===== config.mk =====
export PLATFORM = sky130hd
export DESIGN_NAME = shortest_remaining_time_scheduler
export DESIGN_NICKNAME = d
export VERILOG_FILES = /design/src/design/srtf_pkg.sv /design/src/design/shortest_remaining_time_scheduler.sv
export SDC_FILE = /design/constraint.sdc
export NUM_CORES = 2
export LEC_CHECK = 0
export BUFFER_PORTS_ARGS = -buffer_cell sky130_fd_sc_hd__buf_2
export CAP_MARGIN = 20
export CORE_UTILIZATION = 40
export DETAILED_ROUTE_END_ITERATION = 7
export PLACE_DENSITY_LB_ADDON = 0.05
export SLEW_MARGIN = 20
export SYNTH_ARGS = -nofsm -noshare
export SYNTH_HDL_FRONTEND = slang
export SYNTH_SLANG_ARGS = --single-unit

===== constraint.sdc =====
create_clock -name clk -period 9.4 [get_ports clk]
set_input_delay 1.88 -clock clk [delete_from_list [all_inputs] [get_ports clk]]
set_output_delay 1.88 -clock clk [all_outputs]
set_load 0.005 [all_outputs]

===== src/design/srtf_pkg.sv =====
// ----------------------------------------------------------------------------
// Shortest-remaining-time scheduler package
// Command codes, field widths and the layout of one process-table row.
// ----------------------------------------------------------------------------
package srtf_pkg;

	// Field widths.
	localparam int unsigned ID_W   = 16;
	localparam int unsigned TIME_W = 24;
	localparam int unsigned CNT_CFG_W = 5;

	// Saturation point of the scheduler clock.
	localparam logic [TIME_W-1:0] TIME_MAX = {TIME_W{1'b1}};

	// Command codes carried on the cmd port.
	localparam logic [1:0] CMD_LOAD  = 2'd0;
	localparam logic [1:0] CMD_TICK  = 2'd1;
	localparam logic [1:0] CMD_CLEAR = 2'd2;

	// One row of the process table.
	typedef struct packed {
		logic [ID_W-1:0]   id;
		logic [15:0]       arrival;
		logic [15:0]       remaining;
		logic [TIME_W-1:0] first_start;
	} row_t;

endpackage


===== src/design/shortest_remaining_time_scheduler.sv =====
// ----------------------------------------------------------------------------
// Shortest-remaining-time scheduler
// Preemptive scheduler over a table of process slots held in a small memory.
// A tick scans the slots in use one per cycle through a shared compare unit,
// then runs the winner, if any, for one time unit and reports its completion times when it finishes.
// ----------------------------------------------------------------------------
//
//  Channel   Signals                                   Transaction when
//  -------   ---------------------------------------   ---------------------------
//  command   start, busy, cmd, slot, proc_id,          start high, busy low
//            arrival, burst
//  config    cfg_valid, cfg_ready, cfg_data            cfg_valid and cfg_ready high
//  result    result_valid, status, ran, run_id,        result_valid high (one cycle)
//            finished, turnaround, response,
//            all_finished, time_now
//
// A load or an unknown command goes from ST_IDLE to ST_REPORT, which registers
// the result. A tick runs ST_SCAN, then ST_PICK_RD and ST_PICK_UPD when a slot
// runs, then ST_REPORT; the slot scan reads one table row per cycle from the
// single read port. A clear sweeps zeros through all MAX_SLOTS rows and then
// reports. No clearing pass runs after reset.
// The receiver cannot stall; every result is shown for exactly one cycle.
// ----------------------------------------------------------------------------
module shortest_remaining_time_scheduler #(
	parameter int unsigned MAX_SLOTS = 16
) (
	input  logic                          clk,
	input  logic                          arst_n,
	// Command channel
	input  logic                          start,
	output logic                          busy,
	input  logic [1:0]                    cmd,
	input  logic [3:0]                    slot,
	input  logic [srtf_pkg::ID_W-1:0]     proc_id,
	input  logic [15:0]                   arrival,
	input  logic [15:0]                   burst,
	// Configuration channel
	input  logic                          cfg_valid,
	output logic                          cfg_ready,
	input  logic [srtf_pkg::CNT_CFG_W-1:0] cfg_data,
	// Result channel
	output logic                          result_valid,
	output logic                          status,
	output logic                          ran,
	output logic [srtf_pkg::ID_W-1:0]     run_id,
	output logic                          finished,
	output logic [srtf_pkg::TIME_W-1:0]   turnaround,
	output logic [srtf_pkg::TIME_W-1:0]   response,
	output logic                          all_finished,
	output logic [srtf_pkg::TIME_W-1:0]   time_now
);

	import srtf_pkg::*;

	localparam int unsigned IW    = $clog2(MAX_SLOTS);
	localparam int unsigned CNT_W = $clog2(MAX_SLOTS + 1);
	localparam int unsigned CW    = (CNT_W > CNT_CFG_W) ? CNT_W : CNT_CFG_W;
	localparam logic [IW-1:0] LAST_SLOT = IW'(MAX_SLOTS - 1);

	typedef enum logic [2:0] {
		ST_IDLE,
		ST_SCAN,
		ST_PICK_RD,
		ST_PICK_UPD,
		ST_CLEAR,
		ST_REPORT
	} state_t;

	state_t                state_q;
	logic [CNT_CFG_W-1:0]  pc_q;
	logic [TIME_W-1:0]     time_q;
	logic [MAX_SLOTS-1:0]  started_q;
	logic [MAX_SLOTS-1:0]  done_vec_q;

	// Scan and pick bookkeeping.
	logic [CNT_W-1:0]      scan_idx_q;
	logic                  cmp_valid_s1;
	logic [IW-1:0]         cmp_idx_s1;
	logic                  found_q;
	logic [IW-1:0]         pick_q;
	logic [15:0]           best_q;

	// Per-transaction report fields.
	logic                  it_status_q;
	logic                  it_ran_q;
	logic                  it_fin_q;
	logic [ID_W-1:0]       it_id_q;
	logic [15:0]           it_arr_q;
	logic [TIME_W-1:0]     it_start_q;

	// Result registers.
	logic                  res_valid_q;
	logic                  res_status_q;
	logic                  res_ran_q;
	logic [ID_W-1:0]       res_id_q;
	logic                  res_fin_q;
	logic [TIME_W-1:0]     res_tat_q;
	logic [TIME_W-1:0]     res_resp_q;
	logic                  res_all_q;
	logic [TIME_W-1:0]     res_time_q;

	// Process table memory.
	row_t                  mem [MAX_SLOTS];
	row_t                  rd_row_q;
	logic                  mem_we;
	logic [IW-1:0]         mem_waddr;
	row_t                  mem_wdata;
	logic [IW-1:0]         mem_raddr;

	// Derived combinational values.
	logic [CNT_W-1:0]      n_use;
	logic [MAX_SLOTS-1:0]  in_use_mask;
	logic                  accept;
	logic                  load_reject;
	logic [IW-1:0]         load_addr;
	logic                  issue_en;
	logic                  eligible;
	logic [15:0]           new_rem;
	logic [TIME_W-1:0]     start_val;
	logic [TIME_W-1:0]     time_inc;

	// Slots in use, capped at the table depth.
	always_comb begin
		if (CW'(pc_q) > CW'(MAX_SLOTS)) begin
			n_use = CNT_W'(MAX_SLOTS);
		end else begin
			n_use = CNT_W'(pc_q);
		end
	end

	always_comb begin
		for (int i = 0; i < MAX_SLOTS; i++) begin
			in_use_mask[i] = (CNT_W'(i) < n_use);
		end
	end

	assign accept      = start && (state_q == ST_IDLE);
	assign load_reject = (burst == 16'd0) || (CW'(slot) >= CW'(n_use));
	assign load_addr   = IW'(slot);
	assign issue_en    = (scan_idx_q < n_use);

	// Shared compare unit: is the row just read a better candidate.
	assign eligible = cmp_valid_s1 && !done_vec_q[cmp_idx_s1] &&
		({{(TIME_W-16){1'b0}}, rd_row_q.arrival} <= time_q) &&
		(!found_q || (rd_row_q.remaining < best_q));

	// Update values for the slot that runs.
	assign new_rem   = (rd_row_q.remaining == 16'd0) ? 16'd0 : rd_row_q.remaining - 16'd1;
	assign start_val = started_q[pick_q] ? rd_row_q.first_start : time_q;
	assign time_inc  = (time_q == TIME_MAX) ? TIME_MAX : time_q + 1'b1;

	// Memory port selection.
	always_comb begin
		mem_we    = 1'b0;
		mem_waddr = load_addr;
		mem_wdata = '0;
		mem_raddr = scan_idx_q[IW-1:0];
		case (state_q)
			ST_IDLE: begin
				if (accept && (cmd == CMD_LOAD) && !load_reject) begin
					mem_we              = 1'b1;
					mem_wdata.id        = proc_id;
					mem_wdata.arrival   = arrival;
					mem_wdata.remaining = burst;
				end
			end
			ST_PICK_RD: begin
				mem_raddr = pick_q;
			end
			ST_PICK_UPD: begin
				mem_we                = 1'b1;
				mem_waddr             = pick_q;
				mem_wdata.id          = rd_row_q.id;
				mem_wdata.arrival     = rd_row_q.arrival;
				mem_wdata.remaining   = new_rem;
				mem_wdata.first_start = start_val;
			end
			ST_CLEAR: begin
				mem_we    = 1'b1;
				mem_waddr = scan_idx_q[IW-1:0];
			end
			default: begin
				mem_we = 1'b0;
			end
		endcase
	end

	// Process table: one write port, one registered read port.
	always_ff @(posedge clk) begin
		if (mem_we) begin
			mem[mem_waddr] <= mem_wdata;
		end
		rd_row_q <= mem[mem_raddr];
	end

	// Sequencer, scheduler state and result registers.
	always_ff @(posedge clk or negedge arst_n) begin
		if (!arst_n) begin
			state_q      <= ST_IDLE;
			pc_q         <= CNT_CFG_W'(1);
			time_q       <= '0;
			started_q    <= '0;
			done_vec_q   <= '0;
			scan_idx_q   <= '0;
			cmp_valid_s1 <= 1'b0;
			cmp_idx_s1   <= '0;
			found_q      <= 1'b0;
			pick_q       <= '0;
			best_q       <= '0;
			it_status_q  <= 1'b0;
			it_ran_q     <= 1'b0;
			it_fin_q     <= 1'b0;
			it_id_q      <= '0;
			it_arr_q     <= '0;
			it_start_q   <= '0;
			res_valid_q  <= 1'b0;
			res_status_q <= 1'b0;
			res_ran_q    <= 1'b0;
			res_id_q     <= '0;
			res_fin_q    <= 1'b0;
			res_tat_q    <= '0;
			res_resp_q   <= '0;
			res_all_q    <= 1'b0;
			res_time_q   <= '0;
		end else begin
			res_valid_q <= 1'b0;

			// Configuration write.
			if (cfg_valid && cfg_ready) begin
				pc_q <= cfg_data;
			end

			case (state_q)
				ST_IDLE: begin
					if (accept) begin
						it_status_q  <= 1'b0;
						it_ran_q     <= 1'b0;
						it_fin_q     <= 1'b0;
						scan_idx_q   <= '0;
						cmp_valid_s1 <= 1'b0;
						found_q      <= 1'b0;
						case (cmd)
							CMD_LOAD: begin
								if (load_reject) begin
									it_status_q <= 1'b1;
								end else begin
									started_q[load_addr]  <= 1'b0;
									done_vec_q[load_addr] <= 1'b0;
								end
								state_q <= ST_REPORT;
							end
							CMD_TICK: begin
								state_q <= ST_SCAN;
							end
							CMD_CLEAR: begin
								started_q  <= '0;
								done_vec_q <= '0;
								time_q     <= '0;
								state_q    <= ST_CLEAR;
							end
							default: begin
								state_q <= ST_REPORT;
							end
						endcase
					end
				end

				// One row issued and one row compared per cycle.
				ST_SCAN: begin
					cmp_valid_s1 <= issue_en;
					cmp_idx_s1   <= scan_idx_q[IW-1:0];
					if (issue_en) begin
						scan_idx_q <= scan_idx_q + 1'b1;
					end
					if (eligible) begin
						found_q <= 1'b1;
						best_q  <= rd_row_q.remaining;
						pick_q  <= cmp_idx_s1;
					end
					if (!issue_en && !cmp_valid_s1) begin
						if (found_q) begin
							state_q <= ST_PICK_RD;
						end else begin
							time_q  <= time_inc;
							state_q <= ST_REPORT;
						end
					end
				end

				ST_PICK_RD: begin
					state_q <= ST_PICK_UPD;
				end

				// Run the picked slot for one unit.
				ST_PICK_UPD: begin
					started_q[pick_q] <= 1'b1;
					if (new_rem == 16'd0) begin
						done_vec_q[pick_q] <= 1'b1;
						it_fin_q           <= 1'b1;
					end
					time_q     <= time_inc;
					it_ran_q   <= 1'b1;
					it_id_q    <= rd_row_q.id;
					it_arr_q   <= rd_row_q.arrival;
					it_start_q <= start_val;
					state_q    <= ST_REPORT;
				end

				// Zero every table row, one per cycle.
				ST_CLEAR: begin
					scan_idx_q <= scan_idx_q + 1'b1;
					if (scan_idx_q[IW-1:0] == LAST_SLOT) begin
						state_q <= ST_REPORT;
					end
				end

				// Form the result and show it for one cycle.
				ST_REPORT: begin
					res_valid_q  <= 1'b1;
					res_status_q <= it_status_q;
					res_ran_q    <= it_ran_q;
					res_id_q     <= it_ran_q ? it_id_q : '0;
					res_fin_q    <= it_fin_q;
					res_tat_q    <= it_fin_q ?
						time_q - {{(TIME_W-16){1'b0}}, it_arr_q} : '0;
					res_resp_q   <= it_fin_q ?
						it_start_q - {{(TIME_W-16){1'b0}}, it_arr_q} : '0;
					res_all_q    <= &(done_vec_q | ~in_use_mask);
					res_time_q   <= time_q;
					state_q      <= ST_IDLE;
				end

				default: begin
					state_q <= ST_IDLE;
				end
			endcase
		end
	end

	assign busy         = (state_q != ST_IDLE);
	assign cfg_ready    = (state_q == ST_IDLE);
	assign result_valid = res_valid_q;
	assign status       = res_status_q;
	assign ran          = res_ran_q;
	assign run_id       = res_id_q;
	assign finished     = res_fin_q;
	assign turnaround   = res_tat_q;
	assign response     = res_resp_q;
	assign all_finished = res_all_q;
	assign time_now     = res_time_q;

endmodule

==> summary.txt <==
Outcome
  – Status: complete, no violations

Layout
  – Fraction of layout instances using a drive strength above 1: 21.5%
  – Most frequent cells in the layout: edfxtp_1, nand2_1, mux4_2, dfrtp_1, clkbuf_16
  – Combined area of the multi-input logic cells: 16700 um2
  – Area Overhead vs Synth: 14.5%
  – Nets: 4066
  – Seq. cell area: 42200 um2
  – Ant. Diodes: 0
  – Fillers: 13000
  – Commonest non-fill, non-tap cell in the layout: edfxtp_1
  – Final Core Density: 46.3%
  – Final Non-Filler Cells: 5998
  – Final instance area: 68500 um2

Placement
  – Detailed placement HPWL: 101000 um
  – Port Buffers: 157
  – Global placer's final weighted congestion: 0.808
  – Area after DPL: 63200 um2
  – Dpl cells: 5688

STA
  – Fin crit share: 56.7%
  – RSZ-0062 raised after global routing: false
  – Clock skew: 28.5 ps
  – Minimum clock period: 5330 ps
  – Max Slew Vio Count: 0
  – Final hold violations: 0
  – Worst slew margin: 31.3%
  – Worst Max-Slew Pin Slew: 1030 ps
  – Max Fclk: 188 MHz
  – Final setup TNS: 0 ps
  – Final setup violation count: 0

Routing
  – Initial drt markers: 2432
  – Vias per cell: 5.61
  – Number of routed nets with antenna violations: 0
  – DRT Wirelength: 166000 um
  – Routed len/inst: 27.6 um
  – Via count: 33700
  – 1st-pass router iterations: 5
  – DRC Markers: 0

Worst setup path
  – CP max-delay cell: buf_4
  – Worst setup SP type: input port
  – Crit. End Element: flop
  – Crit Reg-Reg Endpoint: mem[8][30]
  – R2R cell count: 10
  – CP Cell Sequence: buf_2 -> inv_1 -> ha_1 -> nand2b_1 -> a21o_1 -> a21o_1 -> a21oi_1 -> o21ai_0 -> a21boi_0 -> nand2_1 -> nor2_4 -> buf_4 -> buf_4
  – Arrival time at the worst endpoint: 5720 ps
  – Crit. Startpoint: slot[0]
  – Crit-path max FO: 45
  – Worst path required time: 9790 ps
  – CP max stage delay: 850 ps
  – CP Capture Point: mem[8][30]
  – R2r setup slk: 4410 ps
  – Reg-to-Reg Start: state_q[0]
  – Critical setup path kind: in2reg

Clocking
  – Post-CTS Resized: 0
  – H-tree levels: 4
  – Hold-fix buffers, CTS: 0
  – Clock insertion delay at the later pin of the skew report: 800 ps
  – Root buf cell: clkbuf_16
  – Total CTS buffers: 164
  – CTS tree: yes
  – Number of setup buffers added after CTS: 0
  – Clock transition at path regs: 60 ps
  – Bufs on Longest Clock Path: 3
  – CTS sink cnt: 1471

Floorplanning
  – Row count: 141
  – DIE WIDTH: 389 um
  – I/O pin total: 158
  – Die area: 151000 um2
  – Core box area: 148000 um2
  – Die H: 389 um
  – Initial Util: 40.4%

Flow run
  – Max-Cap Viols: 0

Synthesis
  – Post-synth EDFFs: 1152
  – Avg Synthesized Cell Area: 16.1 um2
  – Sequential cell area fraction in the yosys report: 70.5%
  – Distinct cells, synth: 82
  – Synthesized instance count: 3718
  – Synth Flop Type: edfxtp_1
  – Syn Nets: 3857
  – Cell Area, Synth: 59800 um2
  – Ys Warns: 0
  – #FFs+latches synth: 1471
  – Post-synthesis async set-or-reset flop share: 16.8%

Global routing
  – First-pass GRT wire length: 242000 um
  – Largest net degree at the start of global routing: 106
  – Overflow after GRT: 0
  – GRT Total Usage: 22.0%
  – Initial antenna violation count: 12
  – Vias in the first global route: 34100

Power
  – Worst vdd ir: 0.216 mV
  – Tot Pwr: 20.9 mW
  – Power Dens Cells: 305 nW/um2
  – Leakage: 24.6 nW

Min path
  – Hold/Removal Path Class: reg2reg
[cell usage after synthesis, types with 44 or more instances]
cell type / count / area (um2)
nor2_1: 141 / 529
o21ai_0: 151 / 756
ha_1: 74 / 926
a21o_1: 53 / 398
clkbuf_1: 153 / 574
dfxtp_1: 72 / 1440
nand3_1: 44 / 220
inv_1: 76 / 285
edfxtp_1: 1152 / 34600
and2_1: 77 / 482
mux4_2: 298 / 6710
nand2_1: 488 / 1830
a21oi_1: 121 / 606
a211oi_1: 81 / 608
a31oi_1: 84 / 526
dfrtp_1: 246 / 6160
[where the power goes]
group	total (mW)	internal (mW)	leakage (nW)	switching, mW
registers	8.60	8.01	14.2	0.591
clock network	6.23	3.57	2.58	2.66
logic	6.09	2.43	7.77	3.67
[registers in the layout (all words and copies together) (netlist names), 3 cells and up]
signal / cells
time_now: 24
state_q: 3
time_q: 24
best_q: 16
done_vec_q: 16
scan_idx_q: 5
rd_row_q: 72
it_start_q: 24
response: 24
it_arr_q: 16
run_id: 16
mem: 1152
it_id_q: 16
pc_q: 5
pick_q: 4
started_q: 16
turnaround: 24
cmp_idx_s1: 4
[area by class of cell]
cell class | count | area share [%]
inverter | 77 | 0.422
multi-input combinational | 1967 | 24.4
timing repair buffer | 246 | 2.43
clock inverter | 67 | 0.854
sequential | 1471 | 61.6
tap | 1930 | 3.52
clock buffer | 240 | 6.80
[per-stage QoR]
step	worst slack [ps]	hold slack, ps
after floorplan	2260	417
after global placement	3240	442
after detailed placement	3230	444
after CTS	4070	456
after global routing	3870	480
final	4070	447
[worst max-delay path, delay by kind of cell]
family	cells	cell delay, ps
AOI/OAI and AO/OA	5	1240
adders and majority gates	1	290
buffers and inverters	4	1650
and+or+nand+nor	3	610
[logic make-up (layout without fill, tap and decap cells)]
family                     Yosys count  count (layout)  synth area share, %
and+or+nand+nor                    885             885                 6.57
buffers and inverters              280             630                 1.98
AOI/OAI and AO/OA                  628             628                 6.76
xor gates and xnor gates            42              42                0.615
DFF                               1471            1471                 70.5
muxes                              336             336                 11.9
adders and majority gates           76              76                 1.61
[worst min-delay path by stage]
stage / endpoint / startpoint / depth (start not counted) / slack, ps
floorplan: it_id_q[0] / rd_row_q[56] / 2 / 420
global placement: it_id_q[11] / rd_row_q[67] / 2 / 440
detailed placement: it_id_q[11] / rd_row_q[67] / 2 / 440
CTS: it_id_q[11] / rd_row_q[67] / 2 / 460
global route: it_id_q[11] / rd_row_q[67] / 2 / 480
finish: it_id_q[9] / rd_row_q[65] / 2 / 450
[routing by layer]
| metal | global-route usage, % | routed length (um) | vias up |
|---|---|---|---|
| met3 | 3.33 | 8240 | 202 |
| li1 | - | - | 14800 |
| met4 | 5.68 | 3370 | 2 |
| met5 | 0 | 13 | - |
| met2 | 34.0 | 76700 | 881 |
| met1 | 32.7 | 77200 | 17800 |
Power figures use the tool's default switching activity.
